### config.mk
export PLATFORM = sky130hd
export DESIGN_NAME = eebd_prod
export DESIGN_NICKNAME = d
export VERILOG_FILES = /design/src/rtl/core/eebd_pkg.sv /design/src/rtl/core/eebd_prod.sv
export SDC_FILE = /design/constraint.sdc
export NUM_CORES = 2
export LEC_CHECK = 0
export BUFFER_PORTS_ARGS = -buffer_cell sky130_fd_sc_hd__buf_2
export CORE_MARGIN = 4
export CORE_UTILIZATION = 55
export DETAILED_ROUTE_END_ITERATION = 16
export PLACE_DENSITY = 0.74
export SLEW_MARGIN = 20
export SYNTH_ARGS = -nofsm -noshare
export SYNTH_HDL_FRONTEND = slang
export SYNTH_SLANG_ARGS = --single-unit
### constraint.sdc
create_clock -name aclk -period 32.3 [get_ports aclk]
set_clock_uncertainty 0.1 [all_clocks]
set_input_delay 4.845 -clock aclk [delete_from_list [all_inputs] [get_ports aclk]]
set_output_delay 4.845 -clock aclk [all_outputs]
set_load 0.1 [all_outputs]
### src/rtl/core/eebd_pkg.sv
// ============================================================================
// eebd_pkg
// Shared types, constants and helpers for the early-exit budget decider.
// ============================================================================
package eebd_pkg;

    localparam int FRAC_BITS      = 12;
    localparam int UNC_HIGH_LEVEL = 4096;
    localparam int SCORE_W        = 24;
    localparam int ACC_W          = SCORE_W + FRAC_BITS;
    localparam int CFG_DATA_W     = 24;
    localparam int CFG_INDEX_W    = 3;

    typedef enum logic [1:0] {
        VERDICT_CONTINUE = 2'd0,
        VERDICT_EXIT     = 2'd1,
        VERDICT_EXPAND   = 2'd2,
        VERDICT_ABSTAIN  = 2'd3
    } verdict_t;

    typedef enum logic [CFG_INDEX_W-1:0] {
        REG_STEP_CAP      = 3'd0,
        REG_STEP_FLOOR    = 3'd1,
        REG_W_REDUCIBLE   = 3'd2,
        REG_W_STABLE      = 3'd3,
        REG_W_REFLECT     = 3'd4,
        REG_W_IRREDUCIBLE = 3'd5,
        REG_READY_THRESH  = 3'd6,
        REG_DOM_THRESH    = 3'd7
    } cfg_index_t;

    localparam logic [15:0] RST_STEP_CAP      = 16'd32;
    localparam logic [15:0] RST_STEP_FLOOR    = 16'd2;
    localparam logic [15:0] RST_W_REDUCIBLE   = 16'd4096;
    localparam logic [15:0] RST_W_STABLE      = 16'd3072;
    localparam logic [15:0] RST_W_REFLECT     = 16'd1024;
    localparam logic [15:0] RST_W_IRREDUCIBLE = 16'd6144;
    localparam logic [23:0] RST_READY_THRESH  = 24'd2048;
    localparam logic [12:0] RST_DOM_THRESH    = 13'd2662;

    // ready_threshold is held as raw bits, read through $signed
    typedef struct packed {
        logic [15:0] step_cap;
        logic [15:0] step_floor;
        logic [15:0] w_reducible;
        logic [15:0] w_stable;
        logic [15:0] w_reflect;
        logic [15:0] w_irreducible;
        logic [23:0] ready_threshold;
        logic [12:0] dominance_threshold;
    } cfg_t;

    // registered products handed from the multiply stage to the decision stage
    typedef struct packed {
        logic        new_trace;
        logic [34:0] p_stable;      // signed
        logic [31:0] p_reflect;
        logic [31:0] p_reducible;
        logic [31:0] p_irreducible;
        logic [29:0] p_dominance;
        logic [15:0] reducible;
        logic [15:0] irreducible;
        logic [16:0] total;
    } prod_t;

    function automatic logic [15:0] sat_inc16(input logic [15:0] a);
        sat_inc16 = (a == 16'hFFFF) ? 16'hFFFF : a + 16'd1;
    endfunction

    function automatic logic [31:0] sat_add32(input logic [31:0] a, input logic [15:0] b);
        logic [32:0] s;
        s = {1'b0, a} + {17'd0, b};
        sat_add32 = s[32] ? 32'hFFFF_FFFF : s[31:0];
    endfunction

endpackage

### src/rtl/core/eebd_prod.sv
// ============================================================================
// eebd_prod
// Input register and product stage: the weighted terms and the dominance
// product, registered for the decision stage.
// ============================================================================
module eebd_prod (
    input  logic            aclk,
    input  logic            aresetn,
    input  eebd_pkg::cfg_t  cfg,
    input  logic            s_valid,
    output logic            s_ready,
    input  logic            s_new_trace,
    input  logic [15:0]     s_uncertainty_reducible,
    input  logic [15:0]     s_uncertainty_irreducible,
    input  logic [15:0]     s_answer_change,
    input  logic [15:0]     s_reflection_level,
    output logic            prod_valid,
    input  logic            prod_ready,
    output eebd_pkg::prod_t prod
);

    localparam logic [17:0] ONE_Q = 18'(1 << eebd_pkg::FRAC_BITS);

    logic        in_valid_reg;
    logic        in_new_trace_reg;
    logic [15:0] in_red_reg;
    logic [15:0] in_irr_reg;
    logic [15:0] in_chg_reg;
    logic [15:0] in_refl_reg;

    logic            prod_valid_reg;
    eebd_pkg::prod_t prod_reg;
    eebd_pkg::prod_t prod_next;

    logic        ready_prod;
    logic        ready_in;
    logic signed [17:0] stable_term;

    assign ready_prod = !prod_valid_reg || prod_ready;
    assign ready_in   = !in_valid_reg || ready_prod;
    assign s_ready    = ready_in;

    always_ff @(posedge aclk) begin
        if (!aresetn) begin
            in_valid_reg <= 1'b0;
        end else if (ready_in) begin
            in_valid_reg <= s_valid;
        end
    end

    always_ff @(posedge aclk) begin
        if (ready_in && s_valid) begin
            in_new_trace_reg <= s_new_trace;
            in_red_reg       <= s_uncertainty_reducible;
            in_irr_reg       <= s_uncertainty_irreducible;
            in_chg_reg       <= s_answer_change;
            in_refl_reg      <= s_reflection_level;
        end
    end

    // one minus answer change, may go negative
    assign stable_term = $signed(ONE_Q) - $signed({2'b00, in_chg_reg});

    always_comb begin
        logic signed [34:0] p_stable;
        p_stable = $signed({1'b0, cfg.w_stable}) * stable_term;
        prod_next.new_trace     = in_new_trace_reg;
        prod_next.p_stable      = p_stable;
        prod_next.p_reflect     = cfg.w_reflect * in_refl_reg;
        prod_next.p_reducible   = cfg.w_reducible * in_red_reg;
        prod_next.p_irreducible = cfg.w_irreducible * in_irr_reg;
        prod_next.reducible     = in_red_reg;
        prod_next.irreducible   = in_irr_reg;
        prod_next.total         = {1'b0, in_red_reg} + {1'b0, in_irr_reg};
        prod_next.p_dominance   = cfg.dominance_threshold * prod_next.total;
    end

    always_ff @(posedge aclk) begin
        if (!aresetn) begin
            prod_valid_reg <= 1'b0;
        end else if (ready_prod) begin
            prod_valid_reg <= in_valid_reg;
        end
    end

    always_ff @(posedge aclk) begin
        if (ready_prod && in_valid_reg) begin
            prod_reg <= prod_next;
        end
    end

    assign prod_valid = prod_valid_reg;
    assign prod       = prod_reg;

endmodule

==> flow_summary.json <==
{
  "cts_inserted_buffers": 35,
  "syn_inst": 5306,
  "start_util": 0.5559,
  "grt_pass1_vias": 40032,
  "ys_seq_elements": 277,
  "drc": 0,
  "syn_area_um2": 51110,
  "setup_viol": 0,
  "wirelength_um": 125500,
  "dpl.hpwl_um": 97860,
  "status": "complete, no violations",
  "rows": 111,
  "postCtsSetupRepairBufs": 0,
  "synth_flop_cell": "edfxtp_1",
  "synth_area_leaders": "fa_1, edfxtp_1, ha_1",
  "critPathCaptureType": "flip-flop",
  "vias_per_cell": 5.438,
  "dieArea_um2": 97870,
  "wl_per_cell_um": 18.37,
  "grt_first_pass_wirelength_um": 207000,
  "cp_data_required_time_ps": 32540,
  "timing.fmax_mhz": 88.65,
  "fin_nets": 7257,
  "utilization": 0.6026,
  "cts_root_buffer": "clkbuf_16",
  "crit_path_start_kind": "primary input",
  "finalMaxSlewViolations": 0,
  "cts_tree": "built",
  "synth.mux.area_fraction": 0.0003917,
  "core-area_um2": 91940,
  "seq_area_frac_synth": 0.1624,
  "synthArstFlopShare": 0,
  "postCtsHoldBufs": 0,
  "period_share": 0.3492,
  "synth_fa_ha_area_frac": 0.5051,
  "top_level_ports": 415,
  "synth_nets": 6997,
  "insertion_delay_ps": 600,
  "synth_cell_type_count": 72,
  "area_growth_pct": 8.404,
  "cp_max_fo": 17,
  "synth.top_cells.by_count": "inv_1, fa_1, nand2_1, ha_1, and2_1",
  "yosys.area_share.simple": 0.1469,
  "cts_sinks": 277,
  "worst_slew_pin_slew_ps": 1015,
  "rsz0062_at_grt": "no",
  "max_slew_margin": 0.3203,
  "grt_max_degree": 64,
  "hold_viol_final": 0,
  "synth-compound-area-share": 0.05721,
  "yosysMostFrequentCell": "inv_1",
  "largest_register_ffs": 210,
  "avgSynthCellArea_um2": 9.632,
  "synth_top_family_by_area": "adder cells",
  "first_pass_iters": 6,
  "yosys.area.top_type": "fa_1",
  "clk_pin_slew_ps": 60,
  "netlist.area_leader.share": 0.3749,
  "max-clock-path-buffers": 3,
  "place.gp.congestion": 0.9032,
  "detail-route-antenna-nets": 0,
  "hold_path.class": "reg2reg",
  "port_buffers": 358,
  "fp.dieH_um": 312.8,
  "antenna_found_initial": 8,
  "synth-xor-area-share": 0.02776,
  "grt_usage": 0.2651,
  "multi_input_area_um2": 37800,
  "drt_iter0_drc": 2613,
  "vias": 37161,
  "fin_crit_ps": 11280,
  "setup-tns-final_ps": 0,
  "die_w_um": 312.8,
  "cts_resized": 0,
  "ff_latch_area_um2": 8298,
  "arrival_ps": 11520,
  "ys_warn_count": 0,
  "max-cap-violations": 0,
  "fillers": 7796,
  "htree_levels": 2,
  "drive_above_1_share": 0.08946,
  "overflow": 0,
  "synth-edff-count": 275,
  "worstSetupPathType": "in2reg"
}
layer usage:
metal  vias to the layer above  wire length (µm)  share of wire  GRT usage
met4                         4              4762          0.038    0.08887
met3                       238             10260          0.082    0.06017
met5                         -                27        0.00022          0
li1                      16709                 -              -          -
met2                      1371             60020           0.48     0.4432
met1                     18839             50470           0.40     0.3437
worst max-delay path: stages:
cell and delay, ps:
buf_2 410, nand2_1 150, fa_1 560, inv_1 70, fa_1 500, inv_1 60
fa_1 540, inv_1 50, fa_1 450, fa_1 480, inv_1 50, fa_1 500
inv_1 50, ha_1 420, a21oi_1 660, inv_1 90, a31oi_1 450, a31oi_1 260
o31ai_1 320, nand2_1 150, a221oi_1 340, xnor2_1 100
through the flow:
step	setup slack (ps)	instances	cell area, µm²	hold WS (ps)
6_report	21020	6834	55400	365.2
5_1_grt	20820	6833	55400	361.9
4_1_cts	21350	6831	55390	362.8
3_5_place_dp	20740	6771	54240	349.3
3_3_place_gp	20780	6771	54240	301.5
2_1_floorplan	17210	5306	51110	300.3
final cells by class:
cell class                 count  area share
sequential                   277      0.1498
clock inverter                18    0.003704
tap                         1243     0.02807
multi-input combinational   3668      0.6823
timing repair buffer         410     0.03945
inverter                    1174     0.07954
antenna                        2  0.00009033
clock buffer                  42     0.01705
logic make-up after synthesis:
group           Yosys count
simple gates           1569
fa+ha+maj              1489
buf+inv                1361
compound gates          446
flops                   277
xor+xnor                162
mux                       2
path summary, 6_finish.rpt:
kind | from | to | slack (ps) | cells past startpoint
max | cfg[76] | prod[208] | 21020 | 22
min | in_new_trace_reg | prod[210] | 370 | 0
max reg2reg | in_chg_reg[0] | prod[208] | 23290 | 28
min reg2reg | in_new_trace_reg | prod[210] | 370 | 0
cells in the final DEF, fill, tap and decap left out, types with 17 or more instances in the layout:
| master | n |
|---|---|
| nor2_1 | 70 |
| clkbuf_16 | 37 |
| nand4_1 | 17 |
| and2_1 | 511 |
| a21oi_1 | 136 |
| edfxtp_1 | 275 |
| inv_1 | 1174 |
| o21ai_0 | 79 |
| xor2_1 | 53 |
| fa_1 | 957 |
| ha_1 | 532 |
| nand2_1 | 839 |
| nor2b_1 | 22 |
| buf_2 | 358 |
| xnor2_1 | 96 |
| nand3_1 | 27 |
| a21o_1 | 92 |
| buf_4 | 51 |
| nor3_1 | 20 |
Power is left out: the tool's default activity adds up to more than one toggle a clock period on the data nets, which glitch-free logic cannot reach.
