[src/rtl/core/eebd_pkg.sv]
// ============================================================================
// eebd_pkg
// Shared types, constants and helpers for the early-exit budget decider.
// ============================================================================
package eebd_pkg;

    localparam int FRAC_BITS      = 12;
    localparam int UNC_HIGH_LEVEL = 4096;
    localparam int SCORE_W        = 24;
    localparam int ACC_W          = SCORE_W + FRAC_BITS;
    localparam int CFG_DATA_W     = 24;
    localparam int CFG_INDEX_W    = 3;

    typedef enum logic [1:0] {
        VERDICT_CONTINUE = 2'd0,
        VERDICT_EXIT     = 2'd1,
        VERDICT_EXPAND   = 2'd2,
        VERDICT_ABSTAIN  = 2'd3
    } verdict_t;

    typedef enum logic [CFG_INDEX_W-1:0] {
        REG_STEP_CAP      = 3'd0,
        REG_STEP_FLOOR    = 3'd1,
        REG_W_REDUCIBLE   = 3'd2,
        REG_W_STABLE      = 3'd3,
        REG_W_REFLECT     = 3'd4,
        REG_W_IRREDUCIBLE = 3'd5,
        REG_READY_THRESH  = 3'd6,
        REG_DOM_THRESH    = 3'd7
    } cfg_index_t;

    localparam logic [15:0] RST_STEP_CAP      = 16'd32;
    localparam logic [15:0] RST_STEP_FLOOR    = 16'd2;
    localparam logic [15:0] RST_W_REDUCIBLE   = 16'd4096;
    localparam logic [15:0] RST_W_STABLE      = 16'd3072;
    localparam logic [15:0] RST_W_REFLECT     = 16'd1024;
    localparam logic [15:0] RST_W_IRREDUCIBLE = 16'd6144;
    localparam logic [23:0] RST_READY_THRESH  = 24'd2048;
    localparam logic [12:0] RST_DOM_THRESH    = 13'd2662;

    // ready_threshold is held as raw bits, read through $signed
    typedef struct packed {
        logic [15:0] step_cap;
        logic [15:0] step_floor;
        logic [15:0] w_reducible;
        logic [15:0] w_stable;
        logic [15:0] w_reflect;
        logic [15:0] w_irreducible;
        logic [23:0] ready_threshold;
        logic [12:0] dominance_threshold;
    } cfg_t;

    // registered products handed from the multiply stage to the decision stage
    typedef struct packed {
        logic        new_trace;
        logic [34:0] p_stable;      // signed
        logic [31:0] p_reflect;
        logic [31:0] p_reducible;
        logic [31:0] p_irreducible;
        logic [29:0] p_dominance;
        logic [15:0] reducible;
        logic [15:0] irreducible;
        logic [16:0] total;
    } prod_t;

    function automatic logic [15:0] sat_inc16(input logic [15:0] a);
        sat_inc16 = (a == 16'hFFFF) ? 16'hFFFF : a + 16'd1;
    endfunction

    function automatic logic [31:0] sat_add32(input logic [31:0] a, input logic [15:0] b);
        logic [32:0] s;
        s = {1'b0, a} + {17'd0, b};
        sat_add32 = s[32] ? 32'hFFFF_FFFF : s[31:0];
    endfunction

endpackage

[src/rtl/core/eebd_decide.sv]
// ============================================================================
// eebd_decide
// Decision stage: readiness sum, verdict, trace state and result register.
// ============================================================================
module eebd_decide (
    input  logic            aclk,
    input  logic            aresetn,
    input  eebd_pkg::cfg_t  cfg,
    input  logic            prod_valid,
    output logic            prod_ready,
    input  eebd_pkg::prod_t prod,
    output logic            m_valid,
    input  logic            m_ready,
    output logic [1:0]      m_verdict,
    output logic [23:0]     m_readiness,
    output logic [15:0]     m_steps_seen,
    output logic [15:0]     m_n_continue,
    output logic [15:0]     m_n_exit,
    output logic [15:0]     m_n_expand,
    output logic [15:0]     m_n_abstain,
    output logic [31:0]     m_sum_reducible,
    output logic [31:0]     m_sum_irreducible
);

    localparam logic [16:0] HIGH_TOTAL = 17'(eebd_pkg::UNC_HIGH_LEVEL);

    // the result register doubles as the trace state
    logic        m_valid_reg;
    logic [15:0] step_reg;
    logic [15:0] count_reg [4];
    logic [31:0] sum_red_reg;
    logic [31:0] sum_irr_reg;
    logic [1:0]  verdict_reg;
    logic [23:0] readiness_reg;

    logic [15:0] step_next;
    logic [15:0] count_next [4];
    logic [31:0] sum_red_next;
    logic [31:0] sum_irr_next;
    eebd_pkg::verdict_t verdict_next;
    logic [23:0] readiness_next;

    logic load;

    assign prod_ready = !m_valid_reg || m_ready;
    assign load       = prod_valid && prod_ready;

    always_comb begin
        logic signed [eebd_pkg::ACC_W-1:0] acc;
        logic [15:0] step_base;
        logic [29:0] irr_scaled;
        logic ready, high, dom, past_floor, at_cap;

        acc = eebd_pkg::ACC_W'($signed(prod.p_stable))
            + $signed({4'b0000, prod.p_reflect})
            - $signed({4'b0000, prod.p_reducible})
            - $signed({4'b0000, prod.p_irreducible});
        // the sum always fits the score range, so the floor shift is a slice
        readiness_next = acc[eebd_pkg::ACC_W-1:eebd_pkg::FRAC_BITS];

        step_base    = prod.new_trace ? 16'd0 : step_reg;
        step_next    = eebd_pkg::sat_inc16(step_base);
        sum_red_next = eebd_pkg::sat_add32(prod.new_trace ? 32'd0 : sum_red_reg,
                                           prod.reducible);
        sum_irr_next = eebd_pkg::sat_add32(prod.new_trace ? 32'd0 : sum_irr_reg,
                                           prod.irreducible);

        irr_scaled = {2'b00, prod.irreducible, {eebd_pkg::FRAC_BITS{1'b0}}};
        past_floor = step_next >= cfg.step_floor;
        at_cap     = step_next >= cfg.step_cap;
        ready      = $signed(readiness_next) >= $signed(cfg.ready_threshold);
        high       = prod.total >= HIGH_TOTAL;
        if (prod.total == 17'd0) begin
            dom = cfg.dominance_threshold == 13'd0;
        end else begin
            dom = irr_scaled >= prod.p_dominance;
        end

        if (at_cap) begin
            verdict_next = eebd_pkg::VERDICT_EXIT;
        end else if (high && dom && past_floor) begin
            verdict_next = eebd_pkg::VERDICT_ABSTAIN;
        end else if (high && !dom) begin
            verdict_next = eebd_pkg::VERDICT_EXPAND;
        end else if (ready && past_floor) begin
            verdict_next = eebd_pkg::VERDICT_EXIT;
        end else begin
            verdict_next = eebd_pkg::VERDICT_CONTINUE;
        end

        for (int i = 0; i < 4; i++) begin
            count_next[i] = prod.new_trace ? 16'd0 : count_reg[i];
            if (verdict_next == eebd_pkg::verdict_t'(i)) begin
                count_next[i] = eebd_pkg::sat_inc16(count_next[i]);
            end
        end
    end

    always_ff @(posedge aclk) begin
        if (!aresetn) begin
            m_valid_reg <= 1'b0;
            step_reg    <= 16'd0;
            sum_red_reg <= 32'd0;
            sum_irr_reg <= 32'd0;
            for (int i = 0; i < 4; i++) begin
                count_reg[i] <= 16'd0;
            end
        end else begin
            if (prod_ready) begin
                m_valid_reg <= prod_valid;
            end
            if (load) begin
                step_reg    <= step_next;
                sum_red_reg <= sum_red_next;
                sum_irr_reg <= sum_irr_next;
                for (int i = 0; i < 4; i++) begin
                    count_reg[i] <= count_next[i];
                end
            end
        end
    end

    always_ff @(posedge aclk) begin
        if (load) begin
            verdict_reg   <= verdict_next;
            readiness_reg <= readiness_next;
        end
    end

    assign m_valid           = m_valid_reg;
    assign m_verdict         = verdict_reg;
    assign m_readiness       = readiness_reg;
    assign m_steps_seen      = step_reg;
    assign m_n_continue      = count_reg[eebd_pkg::VERDICT_CONTINUE];
    assign m_n_exit          = count_reg[eebd_pkg::VERDICT_EXIT];
    assign m_n_expand        = count_reg[eebd_pkg::VERDICT_EXPAND];
    assign m_n_abstain       = count_reg[eebd_pkg::VERDICT_ABSTAIN];
    assign m_sum_reducible   = sum_red_reg;
    assign m_sum_irreducible = sum_irr_reg;

endmodule

[config.mk]
export PLATFORM = sky130hd
export DESIGN_NAME = eebd_decide
export DESIGN_NICKNAME = d
export VERILOG_FILES = /design/src/rtl/core/eebd_pkg.sv /design/src/rtl/core/eebd_decide.sv
export SDC_FILE = /design/constraint.sdc
export NUM_CORES = 1
export LEC_CHECK = 0
export CORE_AREA = 2 2 204 206
export DETAILED_ROUTE_END_ITERATION = 10
export DIE_AREA = 0 0 206 208
export DONT_BUFFER_PORTS = 1
export PLACE_DENSITY = 0.49
export SYNTH_ARGS = -nofsm -noshare
export SYNTH_HDL_FRONTEND = slang
export SYNTH_SLANG_ARGS = --single-unit
[constraint.sdc]
create_clock -name aclk -period 6.21 [get_ports aclk]
set_input_delay 0.3105 -clock aclk [delete_from_list [all_inputs] [get_ports aclk]]
set_output_delay 0.3105 -clock aclk [all_outputs]
set_load 0.005 [all_outputs]
==> flow_metrics.env <==
export IMPL_ys_seq_elements=171
export IMPL_start_kind="input pin"
export IMPL_slowest_delay_ns=0.53
export IMPL_status="complete, no violations"
export IMPL_pre_cts_ws_ns=-0.0598
export IMPL_endpoint_kind="flip-flop"
export IMPL_postCtsSetupBuffers=0
export IMPL_gp_congestion=0.904
export IMPL_num_rows=74
export IMPL_syn_cell_area_mm2=0.0152
export IMPL_ctsHtreeMaxLevel=4
export IMPL_max_cap_violations=0
export IMPL_grt_usage=0.229
export IMPL_synth_edf_count=90
export IMPL_cts_buffers=17
export IMPL_hold_path_startpoint="aresetn"
export IMPL_crit_start="prod[82]"
export IMPL_wl_per_cell_um=21.1
export IMPL_pwr_share_comb=0.346
export IMPL_largest_reg_flops=64
export IMPL_postSynthAreaPerCell_um2=8.42
export IMPL_rsz0062_at_grt="no"
export IMPL_start_util=0.374
export IMPL_switchingPower_mw=1.43
export IMPL_clk_pin_slew_ns=0.07
export IMPL_finalSetupViolCount=0
export IMPL_drc_errors=0
export IMPL_numPortBuffers=0
export IMPL_whs_ns=0.0365
export IMPL_yosysSeqAreaShare=0.285
export IMPL_clkPwrFrac=0.287
export IMPL_ios=520
export IMPL_synth_nets=2359
export IMPL_grt_pass1_wl_um=75700
export IMPL_globalRouteOverflowTotal=0
export IMPL_synthToLayoutAreaGrowth_pct=9.01
export IMPL_vias_per_cell=5.63
export IMPL_hold_viol_final=0
export IMPL_tritoncts="done"
export IMPL_grt_pass1_vias=12900
export IMPL_wl_um=49400
export IMPL_worstSetupPathType="in -> reg"
export IMPL_fin_crit_sh=0.933
export IMPL_first_pass_iters=5
export IMPL_p_leak_nw=7.15
export IMPL_ir_drop_uv=145
export IMPL_grt_max_degree=121
export IMPL_p_sw_frac=0.355
export IMPL_ys_types=77
export IMPL_drtIter0Drc=662
export IMPL_p_seq_frac=0.367
export IMPL_drive_above_1_share=0.0460
export IMPL_finalCriticalPeriod_ns=5.79
export IMPL_via_count=13200
export IMPL_cp_arrival_ns=5.97
export IMPL_async_reset_ff_frac=0
export IMPL_dp_cells=2303
export IMPL_setup_ws_ns=0.415
export IMPL_fp_coreArea_mm2=0.0406
export IMPL_ys_flop_type="edfxtp_1"
export IMPL_internal_power_mw=2.61
export IMPL_clockBufferDepth=2
export IMPL_path_max_fanout=11
export IMPL_r2r_start="m_steps_seen[7]"
export IMPL_die_h_um=208
export IMPL_finClkSkew_ns=0.00958
export IMPL_clock_root_buffer="clkbuf_16"
export IMPL_die_area_mm2=0.0428
export IMPL_synthCells=1801
export IMPL_cp_required_ns=6.39
export IMPL_ant_nets=0
export IMPL_stdcell_count=2344
export IMPL_insertion_delay_ns=0.45
export IMPL_final_nets=2351
export IMPL_slew_headroom=0.305
export IMPL_powerDensity_mw_per_mm2=244
export IMPL_hpwl_um=38600
export IMPL_antenna_found_initial=9
export IMPL_slew_violations=0
export IMPL_hold_class="in -> reg"
export IMPL_die_x_um=206
export IMPL_fmax_ghz=0.173
export IMPL_cpMaxStageDelayCell="fa_1"
export IMPL_crit_top_cell="o21ai_0"
export IMPL_ys_warn_count=0
export IMPL_tightest_slew_ns=1.04
export IMPL_cts_sinks=171
cell families (layout without fill, tap and decap cells):
family / after synthesis / count (layout) / synth area share
simple gates: 595 / 595 / 0.201
compound gates: 461 / 461 / 0.193
buf+inv: 291 / 296 / 0.0728
fa+ha+maj: 210 / 210 / 0.205
flops: 171 / 171 / 0.285
xor+xnor: 64 / 64 / 0.0370
mux: 9 / 9 / 0.00611
other cells: 0 / 6 / 0
power by group through the flow:
stage,Clock (mW),Combinational [mW],Sequential [mW]
after floorplan,0,1.05,1.44
after CTS,1.21,1.40,1.49
after global routing,1.24,1.61,1.50
final,1.16,1.40,1.48
after global placement,0,1.37,1.51
after detailed placement,0,1.38,1.51
cells in the final DEF, fill, tap and decap left out, drive strengths merged, types with 7 or more instances in the layout:
cell	n
nor4	12
edfxtp	90
nor2	127
o211ai	15
nand3	73
ha	145
and2	13
nand2b	22
dfxtp	81
inv	231
or3	12
buf	34
a211oi	19
o21ai	129
a311oi	23
xor2	29
xnor2	35
a21o	37
and3	33
o21a	16
a31oi	51
nand2	107
fa	65
clkbuf	22
o31ai	9
a21oi	104
nor3b	8
nor2b	74
mux2i	7
nor3	60
nand4	27
worst max-delay path: cells and delay by family:
kind	cells	cell delay, ns
AND/OR/NAND/NOR	9	1.96
AO/OA/AOI/OAI	9	1.70
buffers and inverters	4	0.54
adder cells (fa/ha/maj)	4	1.45
cell usage after synthesis, drive strengths merged (60+ instances only):
cell type	n	share of area
inv	227	0.056
nor2b	74	0.031
edfxtp	90	0.18
nand3	73	0.024
ha	145	0.12
nor3	60	0.020
nand2	107	0.026
fa	65	0.086
o21ai	129	0.043
dfxtp	81	0.11
a21oi	104	0.034
nor2	127	0.031
routing by layer:
metal	part of all wire	GRT usage	vias to the layer above
li1	-	-	6409
met1	0.43	0.287	6350
met2	0.46	0.369	400
met3	0.098	0.0924	40
met4	0.013	0.0470	6
met5	0.00083	0	-
worst paths after layout:
path                              end  slack (ns)  cells past startpoint
hold reg to reg   m_sum_reducible[29]        0.54                      1
setup reg to reg      count_reg[3][0]        0.90                     16
hold / removal    m_sum_reducible[20]        0.04                      1
setup / recovery     count_reg[1][15]        0.42                     26
final cells by class:
cell class | instances | area, um2
flip-flops and latches | 171 | 4320
multi-input cells | 1339 | 9760
clock buffers | 22 | 505
clock inverters | 10 | 108
fillers | 4193 | 24000
diodes | 6 | 15.0
inverters | 228 | 858
repair buffers | 36 | 300
well taps | 532 | 666
through the flow:
| step | TNS [ns] | instance area [um2] | util | power, mW |
|---|---|---|---|---|
| after detailed placement | -0.0598 | 15900 | 0.391 | 2.89 |
| after CTS | 0 | 16500 | 0.407 | 4.09 |
| after global placement | 0 | 15900 | 0.391 | 2.88 |
| final | 0 | 16500 | 0.408 | 4.04 |
| after global routing | 0 | 16500 | 0.407 | 4.35 |
| after floorplan | 0 | 15200 | - | 2.50 |
timing repair:
action                                  in CTS  in global routing
endpoints found under the setup margin       0                  2
resized for setup                            0                  2
endpoints found under the hold margin       38                  1
hold buffers                                 2                  1
(Power assumes the default switching activity.)
