[src/rtl/core/eebd_pkg.sv]
// ============================================================================
// eebd_pkg
// Shared types, constants and helpers for the early-exit budget decider.
// ============================================================================
package eebd_pkg;

    localparam int FRAC_BITS      = 12;
    localparam int UNC_HIGH_LEVEL = 4096;
    localparam int SCORE_W        = 24;
    localparam int ACC_W          = SCORE_W + FRAC_BITS;
    localparam int CFG_DATA_W     = 24;
    localparam int CFG_INDEX_W    = 3;

    typedef enum logic [1:0] {
        VERDICT_CONTINUE = 2'd0,
        VERDICT_EXIT     = 2'd1,
        VERDICT_EXPAND   = 2'd2,
        VERDICT_ABSTAIN  = 2'd3
    } verdict_t;

    typedef enum logic [CFG_INDEX_W-1:0] {
        REG_STEP_CAP      = 3'd0,
        REG_STEP_FLOOR    = 3'd1,
        REG_W_REDUCIBLE   = 3'd2,
        REG_W_STABLE      = 3'd3,
        REG_W_REFLECT     = 3'd4,
        REG_W_IRREDUCIBLE = 3'd5,
        REG_READY_THRESH  = 3'd6,
        REG_DOM_THRESH    = 3'd7
    } cfg_index_t;

    localparam logic [15:0] RST_STEP_CAP      = 16'd32;
    localparam logic [15:0] RST_STEP_FLOOR    = 16'd2;
    localparam logic [15:0] RST_W_REDUCIBLE   = 16'd4096;
    localparam logic [15:0] RST_W_STABLE      = 16'd3072;
    localparam logic [15:0] RST_W_REFLECT     = 16'd1024;
    localparam logic [15:0] RST_W_IRREDUCIBLE = 16'd6144;
    localparam logic [23:0] RST_READY_THRESH  = 24'd2048;
    localparam logic [12:0] RST_DOM_THRESH    = 13'd2662;

    // ready_threshold is held as raw bits, read through $signed
    typedef struct packed {
        logic [15:0] step_cap;
        logic [15:0] step_floor;
        logic [15:0] w_reducible;
        logic [15:0] w_stable;
        logic [15:0] w_reflect;
        logic [15:0] w_irreducible;
        logic [23:0] ready_threshold;
        logic [12:0] dominance_threshold;
    } cfg_t;

    // registered products handed from the multiply stage to the decision stage
    typedef struct packed {
        logic        new_trace;
        logic [34:0] p_stable;      // signed
        logic [31:0] p_reflect;
        logic [31:0] p_reducible;
        logic [31:0] p_irreducible;
        logic [29:0] p_dominance;
        logic [15:0] reducible;
        logic [15:0] irreducible;
        logic [16:0] total;
    } prod_t;

    function automatic logic [15:0] sat_inc16(input logic [15:0] a);
        sat_inc16 = (a == 16'hFFFF) ? 16'hFFFF : a + 16'd1;
    endfunction

    function automatic logic [31:0] sat_add32(input logic [31:0] a, input logic [15:0] b);
        logic [32:0] s;
        s = {1'b0, a} + {17'd0, b};
        sat_add32 = s[32] ? 32'hFFFF_FFFF : s[31:0];
    endfunction

endpackage

[src/rtl/core/eebd_cfg.sv]
// ============================================================================
// eebd_cfg
// Configuration register file, written through a plain write port.
// ============================================================================
module eebd_cfg (
    input  logic                               aclk,
    input  logic                               aresetn,
    input  logic                               cfg_we,
    input  logic [eebd_pkg::CFG_INDEX_W-1:0]   cfg_index,
    input  logic [eebd_pkg::CFG_DATA_W-1:0]    cfg_wdata,
    output eebd_pkg::cfg_t                     cfg
);

    eebd_pkg::cfg_t cfg_reg;

    always_ff @(posedge aclk) begin
        if (!aresetn) begin
            cfg_reg.step_cap            <= eebd_pkg::RST_STEP_CAP;
            cfg_reg.step_floor          <= eebd_pkg::RST_STEP_FLOOR;
            cfg_reg.w_reducible         <= eebd_pkg::RST_W_REDUCIBLE;
            cfg_reg.w_stable            <= eebd_pkg::RST_W_STABLE;
            cfg_reg.w_reflect           <= eebd_pkg::RST_W_REFLECT;
            cfg_reg.w_irreducible       <= eebd_pkg::RST_W_IRREDUCIBLE;
            cfg_reg.ready_threshold     <= eebd_pkg::RST_READY_THRESH;
            cfg_reg.dominance_threshold <= eebd_pkg::RST_DOM_THRESH;
        end else if (cfg_we) begin
            case (eebd_pkg::cfg_index_t'(cfg_index))
                eebd_pkg::REG_STEP_CAP:      cfg_reg.step_cap      <= cfg_wdata[15:0];
                eebd_pkg::REG_STEP_FLOOR:    cfg_reg.step_floor    <= cfg_wdata[15:0];
                eebd_pkg::REG_W_REDUCIBLE:   cfg_reg.w_reducible   <= cfg_wdata[15:0];
                eebd_pkg::REG_W_STABLE:      cfg_reg.w_stable      <= cfg_wdata[15:0];
                eebd_pkg::REG_W_REFLECT:     cfg_reg.w_reflect     <= cfg_wdata[15:0];
                eebd_pkg::REG_W_IRREDUCIBLE: cfg_reg.w_irreducible <= cfg_wdata[15:0];
                eebd_pkg::REG_READY_THRESH:  cfg_reg.ready_threshold <= cfg_wdata[23:0];
                eebd_pkg::REG_DOM_THRESH:    cfg_reg.dominance_threshold <= cfg_wdata[12:0];
                default: ;
            endcase
        end
    end

    assign cfg = cfg_reg;

endmodule

[config.mk]
export PLATFORM = sky130hd
export DESIGN_NAME = eebd_cfg
export DESIGN_NICKNAME = d
export VERILOG_FILES = /design/src/rtl/core/eebd_pkg.sv /design/src/rtl/core/eebd_cfg.sv
export SDC_FILE = /design/constraint.sdc
export NUM_CORES = 1
export LEC_CHECK = 0
export ABC_AREA = 1
export BUFFER_PORTS_ARGS = -buffer_cell sky130_fd_sc_hd__buf_2
export CAP_MARGIN = 20
export CORE_MARGIN = 2
export CORE_UTILIZATION = 48
export CTS_BUF_LIST = sky130_fd_sc_hd__clkbuf_8
export DETAILED_ROUTE_END_ITERATION = 10
export PLACE_DENSITY = 0.82
export RECOVER_POWER = 50
export SLEW_MARGIN = 20
export SYNTH_ARGS = -nofsm -noshare
export SYNTH_HDL_FRONTEND = slang
export SYNTH_SLANG_ARGS = --single-unit
[constraint.sdc]
create_clock -name aclk -period 0.8 [get_ports aclk]
set_input_delay 0.04 -clock aclk [delete_from_list [all_inputs] [get_ports aclk]]
set_output_delay 0.04 -clock aclk [all_outputs]
set_load 0.02 [all_outputs]
==> results of run 1 <==
per-stage QoR:
step           power [mW]  hold slack (ns)  TNS (ns)  worst slack (ns)
2_1_floorplan       8.272           0.1532         0           0.03436
3_3_place_gp        9.092           0.2785    -17.59           -0.2065
3_5_place_dp        9.120           0.2893    -20.61           -0.2308
4_1_cts             16.24          0.02604    -20.43           -0.1767
5_1_grt             16.84          0.03513    -24.31           -0.2073
6_report            16.37          0.04337    -19.46           -0.1851
cell type report:
| class | count | area (µm²) |
|---|---|---|
| repair buffers | 239 | 2575 |
| clock inverters | 13 | 229.0 |
| flip-flops and latches | 133 | 2829 |
| multi-input cells | 540 | 2280 |
| well taps | 140 | 175.2 |
| fillers | 701 | 2337 |
| inverters | 31 | 120.1 |
| clock buffers | 18 | 247.7 |
where the power goes:
group | internal, mW | total (mW) | switching (mW) | leakage, nW
clock | 4.09 | 6.83 | 2.74 | 0.227
combinational | 1.09 | 2.46 | 1.37 | 2.50
sequential | 6.90 | 7.09 | 0.191 | 1.13
total | 12.1 | 16.4 | 4.30 | 3.86
metal layers:
metal | wire, µm | up-vias | track usage (%)
li1 | - | 2754 | -
met1 | 6874 | 2632 | 36.84
met2 | 9564 | 325 | 55.19
met3 | 1749 | 71 | 9.922
met4 | 839 | 0 | 16.94
met5 | 0 | - | 0
worst max-delay path by stage:
stage	from	endpoint	slack [ns]	cells after the start
after floorplan	cfg_index[1]	cfg[15]	0.03	6
after global placement	cfg_index[1]	cfg[12]	-0.21	8
after detailed placement	cfg_index[1]	cfg[12]	-0.23	8
after CTS	cfg[46]	cfg[46]	-0.18	1
after global routing	cfg[124]	cfg[124]	-0.21	1
final	cfg[124]	cfg[124]	-0.19	1
Yosys cell counts:
cell      instances  area, µm²
buf_1             5      18.77
inv_1            28      105.1
buf_4            11      82.58
nand3_1         126      630.6
nand2_1         162      608.1
buf_2            22      110.1
inv_2             3      11.26
clkbuf_1          7      26.28
o21ai_0           2      10.01
nand2_4           1      11.26
nor2_4            8      90.09
buf_6             2      22.52
dfxtp_1         133       2663
nor2_1          240      900.9
nand2_2           1      6.260
what timing repair did:
item | in CTS | in global routing
hold buffers | 17 | 0
setup buffers | 6 | 10
pin swaps | 0 | 1
hold endpoints to repair | 24 | 0
setup endpoints to repair | 133 | 162
gates resized for setup | 399 | 14
logic make-up after synthesis:
kind of cell / after synthesis
DFF: 133
AOI/OAI and AO/OA: 2
and+or+nand+nor: 538
buffers and inverters: 78
tightest hold or removal path, stage by stage:
cell and delay, ns:
buf_4 0.15, buf_4 0.18, nand2_1 0.07, nor2_1 0.03
==> impl_metrics.yaml, run 1 <==
grt:
  grt_usage_pct: 32.59
  grt_max_degree: 59
  grt_antenna_before_repair: 0
  grt_pass1_wl_um: 28720
  grt_pass1_vias: 5579
  grt_overflow: 0
drt:
  drcViolationCount: 0
  drtAntennaViolNets: 0
  first_pass_iters: 5
  drtIter0Drc: 384
  totalWireLength_um: 19030
  vias: 5782
  vias_per_cell: 5.190
  wl_per_cell_um: 17.08
cells_and_area:
  final_common_cell: "nor2_1"
  area.growth.synth_to_final_pct: 59.65
  fin_area_um2: 8456
  largest_register_ffs: 133
  fin_cells: 1114
  utilization_pct: 78.34
  nNetsFinal: 992
  layout_common_cells: "nor2_1, nand2_1, buf_6"
  n_antenna_cell: 0
  drive_above_1_share_pct: 42.20
worst_setup_path:
  cp_slowest_cell: "dfxtp_2"
  cp_max_fo: 2
  crit_family: "flip-flops"
  crit_chain: "buf_6"
  required_ns: 0.76
  worstPathArrival_ns: 0.95
  r2r_end: "cfg[12]"
  path_class: "flip-flop to primary output"
  reg2reg_depth: 3
  critical_path_buf_inv_count: 1
  r2r_slack_ns: 0.05
  regToRegStartpoint: "cfg[12]"
  end_kind: "primary output"
  max_stage_delay_ns: 0.37
  cp-start-kind: "flip-flop"
sta:
  finalHoldViolations: 0
  slew_headroom_pct: 73.32
  worstMarginPinSlew_ns: 0.3998
  skew_ns: 0
  setup_viol: 133
  period_share_pct: 123.1
  max_freq_ghz: 1.015
  setup_ws_ns: -0.1851
  layout_min_cycle_time_ns: 0.9851
  rsz0062_at_grt: "true"
  drv_slew: 0
yosys:
  synth-seq-cells: 133
  synthMuxAreaShare_pct: 0
  netlist_area_um2: 5296
  synth.distinct_cells: 15
  yosys.area_share.simple_pct: 42.43
  synth_compound_area_share_pct: 0.1890
  synth_top_family_by_area: "simple AND/OR/NAND/NOR gates"
  syn_inst: 751
  synth-xor-area-share_pct: 0
  syn_avg_cell_area_um2: 7.052
  yosys_warnings: 0
  synth_fa_ha_area_share_pct: 0
  synth-seq-area-share_pct: 50.27
  postSynthNetCount: 781
status:
  status: "finished, violations left"
  violations: "setup timing"
die:
  fp.dieH_um: 109.0
  io_pins: 163
  dieArea_um2: 11890
  fp.dieW_um: 109.0
  initial_core_util_pct: 49.07
  core_um2: 10790
  rows: 38
worst_hold_path:
  min_to: "cfg[34]"
  hold_start: "aresetn"
  hold_path.class: "input port to flip-flop"
  holdPathStages: 4
clock_network:
  clock_latency_ns: 0.44
  clock_sinks: 133
  path_clk_slew_ns: 0.08
  cts_tree: "built"
  cts_root_buffer: "clkbuf_8"
  clock_path_buffers: 2
  numCtsBuffers: 17
  cts_max_level: 4
place:
  place_hpwl_um: 10660
  portBuffers: 162
  place_congestion: 0.8093
  numPlacedInstances: 1052
  placed_cell_area_um2: 6665
pwr:
  vdd_ir_drop_max_uv: 1608
  p_leak_nw: 3.862
  power_density_nw_per_um2: 1936
run:
  cap_violations: 0
Power figures use the tool's default switching activity.
==> run 2, diff against run 1 <==
--- a/config.mk
+++ b/config.mk
@@ -11,6 +11,6 @@
 export CORE_MARGIN = 2
-export CORE_UTILIZATION = 48
+export CORE_UTILIZATION = 40
 export CTS_BUF_LIST = sky130_fd_sc_hd__clkbuf_8
 export DETAILED_ROUTE_END_ITERATION = 10
-export PLACE_DENSITY = 0.82
+export PLACE_DENSITY = 0.71
 export RECOVER_POWER = 50
==> constraint.sdc (replaced) <==
create_clock -name aclk -period 0.8 [get_ports aclk]
set_input_delay 0.16 -clock aclk [delete_from_list [all_inputs] [get_ports aclk]]
set_output_delay 0.16 -clock aclk [all_outputs]
set_load 0.02 [all_outputs]
==> impl_metrics.yaml, run 2 (synthesis results as in run 1) <==
pwr:
  p_leak_nw: 3.896
  power_density_nw_per_um2: 1920
  vdd_ir_drop_max_uv: 1076
  power.share.sequential_pct: 43.8
  p_int_mw: 12.09
  sw_frac_of_total_pct: 25.28
  total_power_mw: 16.18
  pwr-share-comb_pct: 15.1
  p_switching_mw: 4.092
  p_clk_share_pct: 41.1
drt:
  drtIter0Drc: 521
  vias: 5597
  vias_per_cell: 4.875
  drcViolationCount: 0
  first_pass_iters: 5
  drtAntennaViolNets: 0
  wl_per_cell_um: 15.93
  totalWireLength_um: 18290
place:
  place_worst_setup_slack_ns: -0.3551
  placed_cell_area_um2: 6795
  place_congestion: 0.7714
  place_hpwl_um: 11150
  portBuffers: 162
worst_setup_path:
  cp_max_fo: 2
  cp-start-kind: "flip-flop"
  r2r_end: "cfg[8]"
  regToRegStartpoint: "cfg[8]"
  end_kind: "primary output"
  critical_path_buf_inv_count: 1
  reg2reg_depth: 3
  worstPathArrival_ns: 0.93
  crit_chain: "buf_6"
  path_class: "flip-flop to primary output"
  max_stage_delay_ns: 0.36
  r2r_slack_ns: 0.02
  cp_slowest_cell: "dfxtp_2"
  startpoint: "cfg[12]"
  required_ns: 0.64
  crit_cells: 1
  crit_family: "flip-flops"
  critPathCapture: "cfg[12]"
cells_and_area:
  nNetsFinal: 989
  drive_above_1_share_pct: 42.90
  final_common_cell: "nor2_1"
  layout_common_cells: "nor2_1, nand2_1, buf_6"
  seq_area_um2: 2828
  utilization_pct: 64.43
  fin_area_um2: 8431
  n_antenna_cell: 0
  area.growth.synth_to_final_pct: 59.18
  largest_register_ffs: 133
  multiInputGateArea_um2: 2292
  fillers: 1112
status:
  status: "finished, violations left"
  violations: "setup timing"
die:
  fp.dieW_um: 119.1
  fp.dieH_um: 119.1
  io_pins: 163
  core_um2: 13090
  rows: 42
  dieArea_um2: 14180
  initial_core_util_pct: 40.48
worst_hold_path:
  hold_path.class: "input port to flip-flop"
grt:
  grt_pass1_vias: 5283
  grt_antenna_before_repair: 0
  grt_usage_pct: 25.99
  grt_overflow: 0
  grt_max_degree: 40
  grt_pass1_wl_um: 28180
clock_network:
  path_clk_slew_ns: 0.07
  cts_tree: "built"
  clock_latency_ns: 0.45
  numCtsBuffers: 17
  cts_max_level: 4
  clock_path_buffers: 2
  clock_sinks: 133
  cts_root_buffer: "clkbuf_8"
sta:
  finalHoldViolations: 0
  slew_headroom_pct: 71.67
  setup_viol: 165
  layout_min_cycle_time_ns: 1.094
  worstMarginPinSlew_ns: 0.4239
  period_share_pct: 136.7
  max_freq_ghz: 0.9142
  rsz0062_at_grt: "true"
  drv_slew: 0
  setup_ws_ns: -0.2939
  skew_ns: 0
run:
  cap_violations: 0
==> run 2: worst reg2reg max path: cells and delay by family, from the launching register on <==
| family | cells | cell delay, ns |
|---|---|---|
| flops | 1 | 0.33 |
| simple gates | 2 | 0.21 |
| buf+inv | 1 | 0.13 |
==> run 2: cell type report <==
class	instances	share of cell area [%]
Sequential cell	133	33.54
Timing Repair Buffer	236	29.55
Multi-Input combinational cell	540	27.19
Clock buffer	22	3.592
Tap cell	176	2.612
Clock inverter	10	2.078
Inverter	31	1.440
==> run 2: repair_timing <==
item,CTS,global route
buffers inserted,9,12
resized for setup,399,4
hold buffers,3,0
endpoints found under the hold margin,3,0
pin swaps,0,2
endpoints found under the setup margin,133,133
==> run 2: how the worst min path moves through the flow <==
| stage | startpoint | endpoint | slack (ns) | cells past startpoint |
|---|---|---|---|---|
| global placement | cfg_wdata[9] | cfg[9] | 0.39 | 3 |
| finish | cfg_wdata[16] | cfg[29] | 0.03 | 5 |
| detailed placement | cfg_wdata[9] | cfg[9] | 0.40 | 3 |
| global route | cfg_wdata[21] | cfg[34] | 0.04 | 5 |
| floorplan | cfg_wdata[1] | cfg[102] | 0.27 | 2 |
| CTS | cfg_wdata[20] | cfg[33] | 0.0007 | 5 |
==> run 2: power by group through the flow <==
| stage | Sequential (mW) | Combinational [mW] | Clock, mW |
|---|---|---|---|
| floorplan | 7.40 | 0.917 | 0 |
| global placement | 7.13 | 2.07 | 0 |
| detailed placement | 7.13 | 2.10 | 0 |
| CTS | 7.08 | 2.40 | 6.77 |
| global route | 7.10 | 2.62 | 7.09 |
| finish | 7.08 | 2.44 | 6.66 |
==> run 2: metrics by stage <==
stage	std cells	TNS [ns]	hold WS (ns)
final	1148	-35.77	0.02715
after global routing	1148	-44.75	0.04252
after CTS	1136	-38.02	0.0006680
after detailed placement	1092	-42.38	0.3951
after global placement	1092	-39.87	0.3893
after floorplan	751	-0.7221	0.2732
==> run 2: metal layers <==
| metal | global-route usage [%] | up-vias | routed length, µm |
|---|---|---|---|
| met2 | 41.99 | 258 | 8673 |
| met5 | 0 | - | 0 |
| met3 | 6.322 | 41 | 1572 |
| li1 | - | 2747 | - |
| met4 | 11.24 | 0 | 497 |
| met1 | 33.02 | 2551 | 7547 |
==> run 3, diff against run 2 <==
ABC_AREA = not set   (was 1)
PLACE_DENSITY = 0.72   (was 0.71)
==> impl_metrics.yaml, run 3 <==
die:
  io_pins: 163
  core_um2: 12060
  initial_core_util_pct: 41.24
  rows: 40
  fp.dieH_um: 115.5
  dieArea_um2: 13340
  fp.dieW_um: 115.5
drt:
  vias_per_cell: 4.835
  vias: 4477
  drtAntennaViolNets: 0
  wl_per_cell_um: 18.72
  first_pass_iters: 4
  totalWireLength_um: 17340
  drcViolationCount: 0
  drtIter0Drc: 212
yosys:
  ys.flop_type: "dfxtp_1"
  yosys_warnings: 0
  syn_avg_cell_area_um2: 10.36
  synth-seq-area-share_pct: 53.52
  syn_inst: 480
  yosys.area.top_type: "dfxtp_1"
  async_flop_share_pct: 0
  yosysMostFrequentCell: "nand2_1"
  synthTopCellsByArea: "dfxtp_1, mux2i_1, nand2_1, nor2b_1, clkbuf_1"
  postSynthNetCount: 510
  synth_edf_count: 0
  synth.top_cell.area_share_pct: 53.52
  synth.distinct_cells: 18
  yosys-top-cells-count: "nand2_1, dfxtp_1, mux2i_1"
  synth-seq-cells: 133
  netlist_area_um2: 4975
worst_setup_path:
  max_stage_delay_ns: 0.37
  cp-start-kind: "flip-flop"
  worstPathArrival_ns: 0.94
  end_kind: "primary output"
  crit_family: "flip-flops"
  reg2reg_depth: 4
  regToRegStartpoint: "cfg[55]"
  path_class: "flip-flop to primary output"
  cp_slowest_cell: "dfxtp_2"
  r2r_end: "cfg[55]"
  cp_max_fo: 2
  r2r_slack_ns: 0
  critical_path_buf_inv_count: 1
  crit_chain: "buf_6"
  required_ns: 0.64
sta:
  setup_ws_ns: -0.2973
  drv_slew: 0
  finalHoldViolations: 0
  rsz0062_at_grt: "true"
  period_share_pct: 137.2
  max_freq_ghz: 0.9113
  worstMarginPinSlew_ns: 0.3532
  setup_viol: 206
  skew_ns: 0
  slew_headroom_pct: 76.40
  layout_min_cycle_time_ns: 1.097
worst_hold_path:
  holdPathStages: 3
  min_to: "cfg[48]"
  hold_path.class: "input port to flip-flop"
  hold_start: "cfg_wdata[11]"
clock_network:
  clock_latency_ns: 0.45
  clock_sinks: 133
  cts_max_level: 4
  clock_path_buffers: 2
  numCtsBuffers: 17
  path_clk_slew_ns: 0.07
  cts_tree: "built"
  cts_root_buffer: "clkbuf_8"
place:
  portBuffers: 162
  place_congestion: 0.7957
  place_hpwl_um: 10130
  place_worst_setup_slack_ns: -0.5215
  placed_cell_area_um2: 6394
run:
  cap_violations: 0
grt:
  grt_pass1_wl_um: 24700
  grt_max_degree: 29
  grt_pass1_vias: 4661
  grt_usage_pct: 24.63
  grt_antenna_before_repair: 0
  grt_overflow: 0
cells_and_area:
  fin_area_um2: 8636
  drive_above_1_share_pct: 60.29
  area.growth.synth_to_final_pct: 73.59
  seq_area_um2: 2829
  nNetsFinal: 775
  n_antenna_cell: 0
  layout_common_cells: "buf_6, dfxtp_2, mux2i_1"
  largest_register_ffs: 133
  multiInputGateArea_um2: 2232
  final_common_cell: "buf_6"
  fillers: 795
pwr:
  p_switching_mw: 3.784
  pwr-share-comb_pct: 11.0
  power_density_nw_per_um2: 1822
  vdd_ir_drop_max_uv: 949.9
  p_int_mw: 11.95
  p_leak_nw: 4.284
  p_clk_share_pct: 45.1
  sw_frac_of_total_pct: 24.04
  power.share.sequential_pct: 43.9
status:
  violations: "setup timing"
  status: "finished, violations left"
-- run 3: cell type report --
class                   count  share of cell area, %
clock inverters            12                  2.579
multi-input cells         309                  25.85
well taps                 168                  2.434
clock buffers              20                  3.187
repair buffers            284                  33.19
flip-flops and latches    133                  32.76
-- run 3: how the worst max path moves through the flow --
stage | to | from | cells past startpoint
2_1_floorplan | cfg[124] | cfg_index[1] | 5
3_3_place_gp | cfg[132] | cfg_index[1] | 4
3_5_place_dp | cfg[112] | cfg_index[1] | 5
4_1_cts | cfg[122] | cfg[122] | 1
5_1_grt | cfg[54] | cfg[54] | 1
6_report | cfg[102] | cfg[102] | 1
-- run 3: routing by layer --
layer / up-vias / wire length [µm] / GRT usage (%)
met5: - / 0 / 0
li1: 2119 / - / -
met3: 36 / 1109 / 7.897
met1: 2149 / 7061 / 27.56
met2: 173 / 8759 / 43.35
met4: 0 / 407 / 9.880
-- run 3: logic make-up after synthesis --
family	count (synthesis)	share of synthesized area, %
flip-flops	133	53.52
AND/OR/NAND/NOR	176	15.74
buffers and inverters	38	3.974
multiplexers	133	26.76
-- run 3: power by group through the flow --
stage               registers, mW  clock network, mW  logic, mW
floorplan                    7.17                  0      0.551
global placement             6.99                  0       1.28
detailed placement           6.99                  0       1.32
CTS                          6.90               7.08       1.62
global route                 6.92               7.44       1.83
finish                       6.91               7.09       1.74
-- run 3: metrics by stage --
step | TNS, ns | hold slack, ns | std cells | power (mW) | util, %
floorplan | -25.02 | 0.2988 | 480 | 7.718 | -
global route | -46.03 | 0.04847 | 926 | 16.19 | 71.60
finish | -38.06 | 0.04141 | 926 | 15.74 | 71.60
global placement | -48.05 | 0.4070 | 823 | 8.270 | 53.01
CTS | -37.43 | 0.03131 | 900 | 15.59 | 68.77
detailed placement | -50.89 | 0.4196 | 823 | 8.312 | 53.01
-- run 3: what timing repair did --
item                       4_1_cts  5_1_grt
hold buffers                    14        0
hold endpoints to repair        16        0
pin swaps                        1        1
gates resized for setup        408       43
cloned                           1        3
setup endpoints to repair      151      192
setup buffers                   30       29
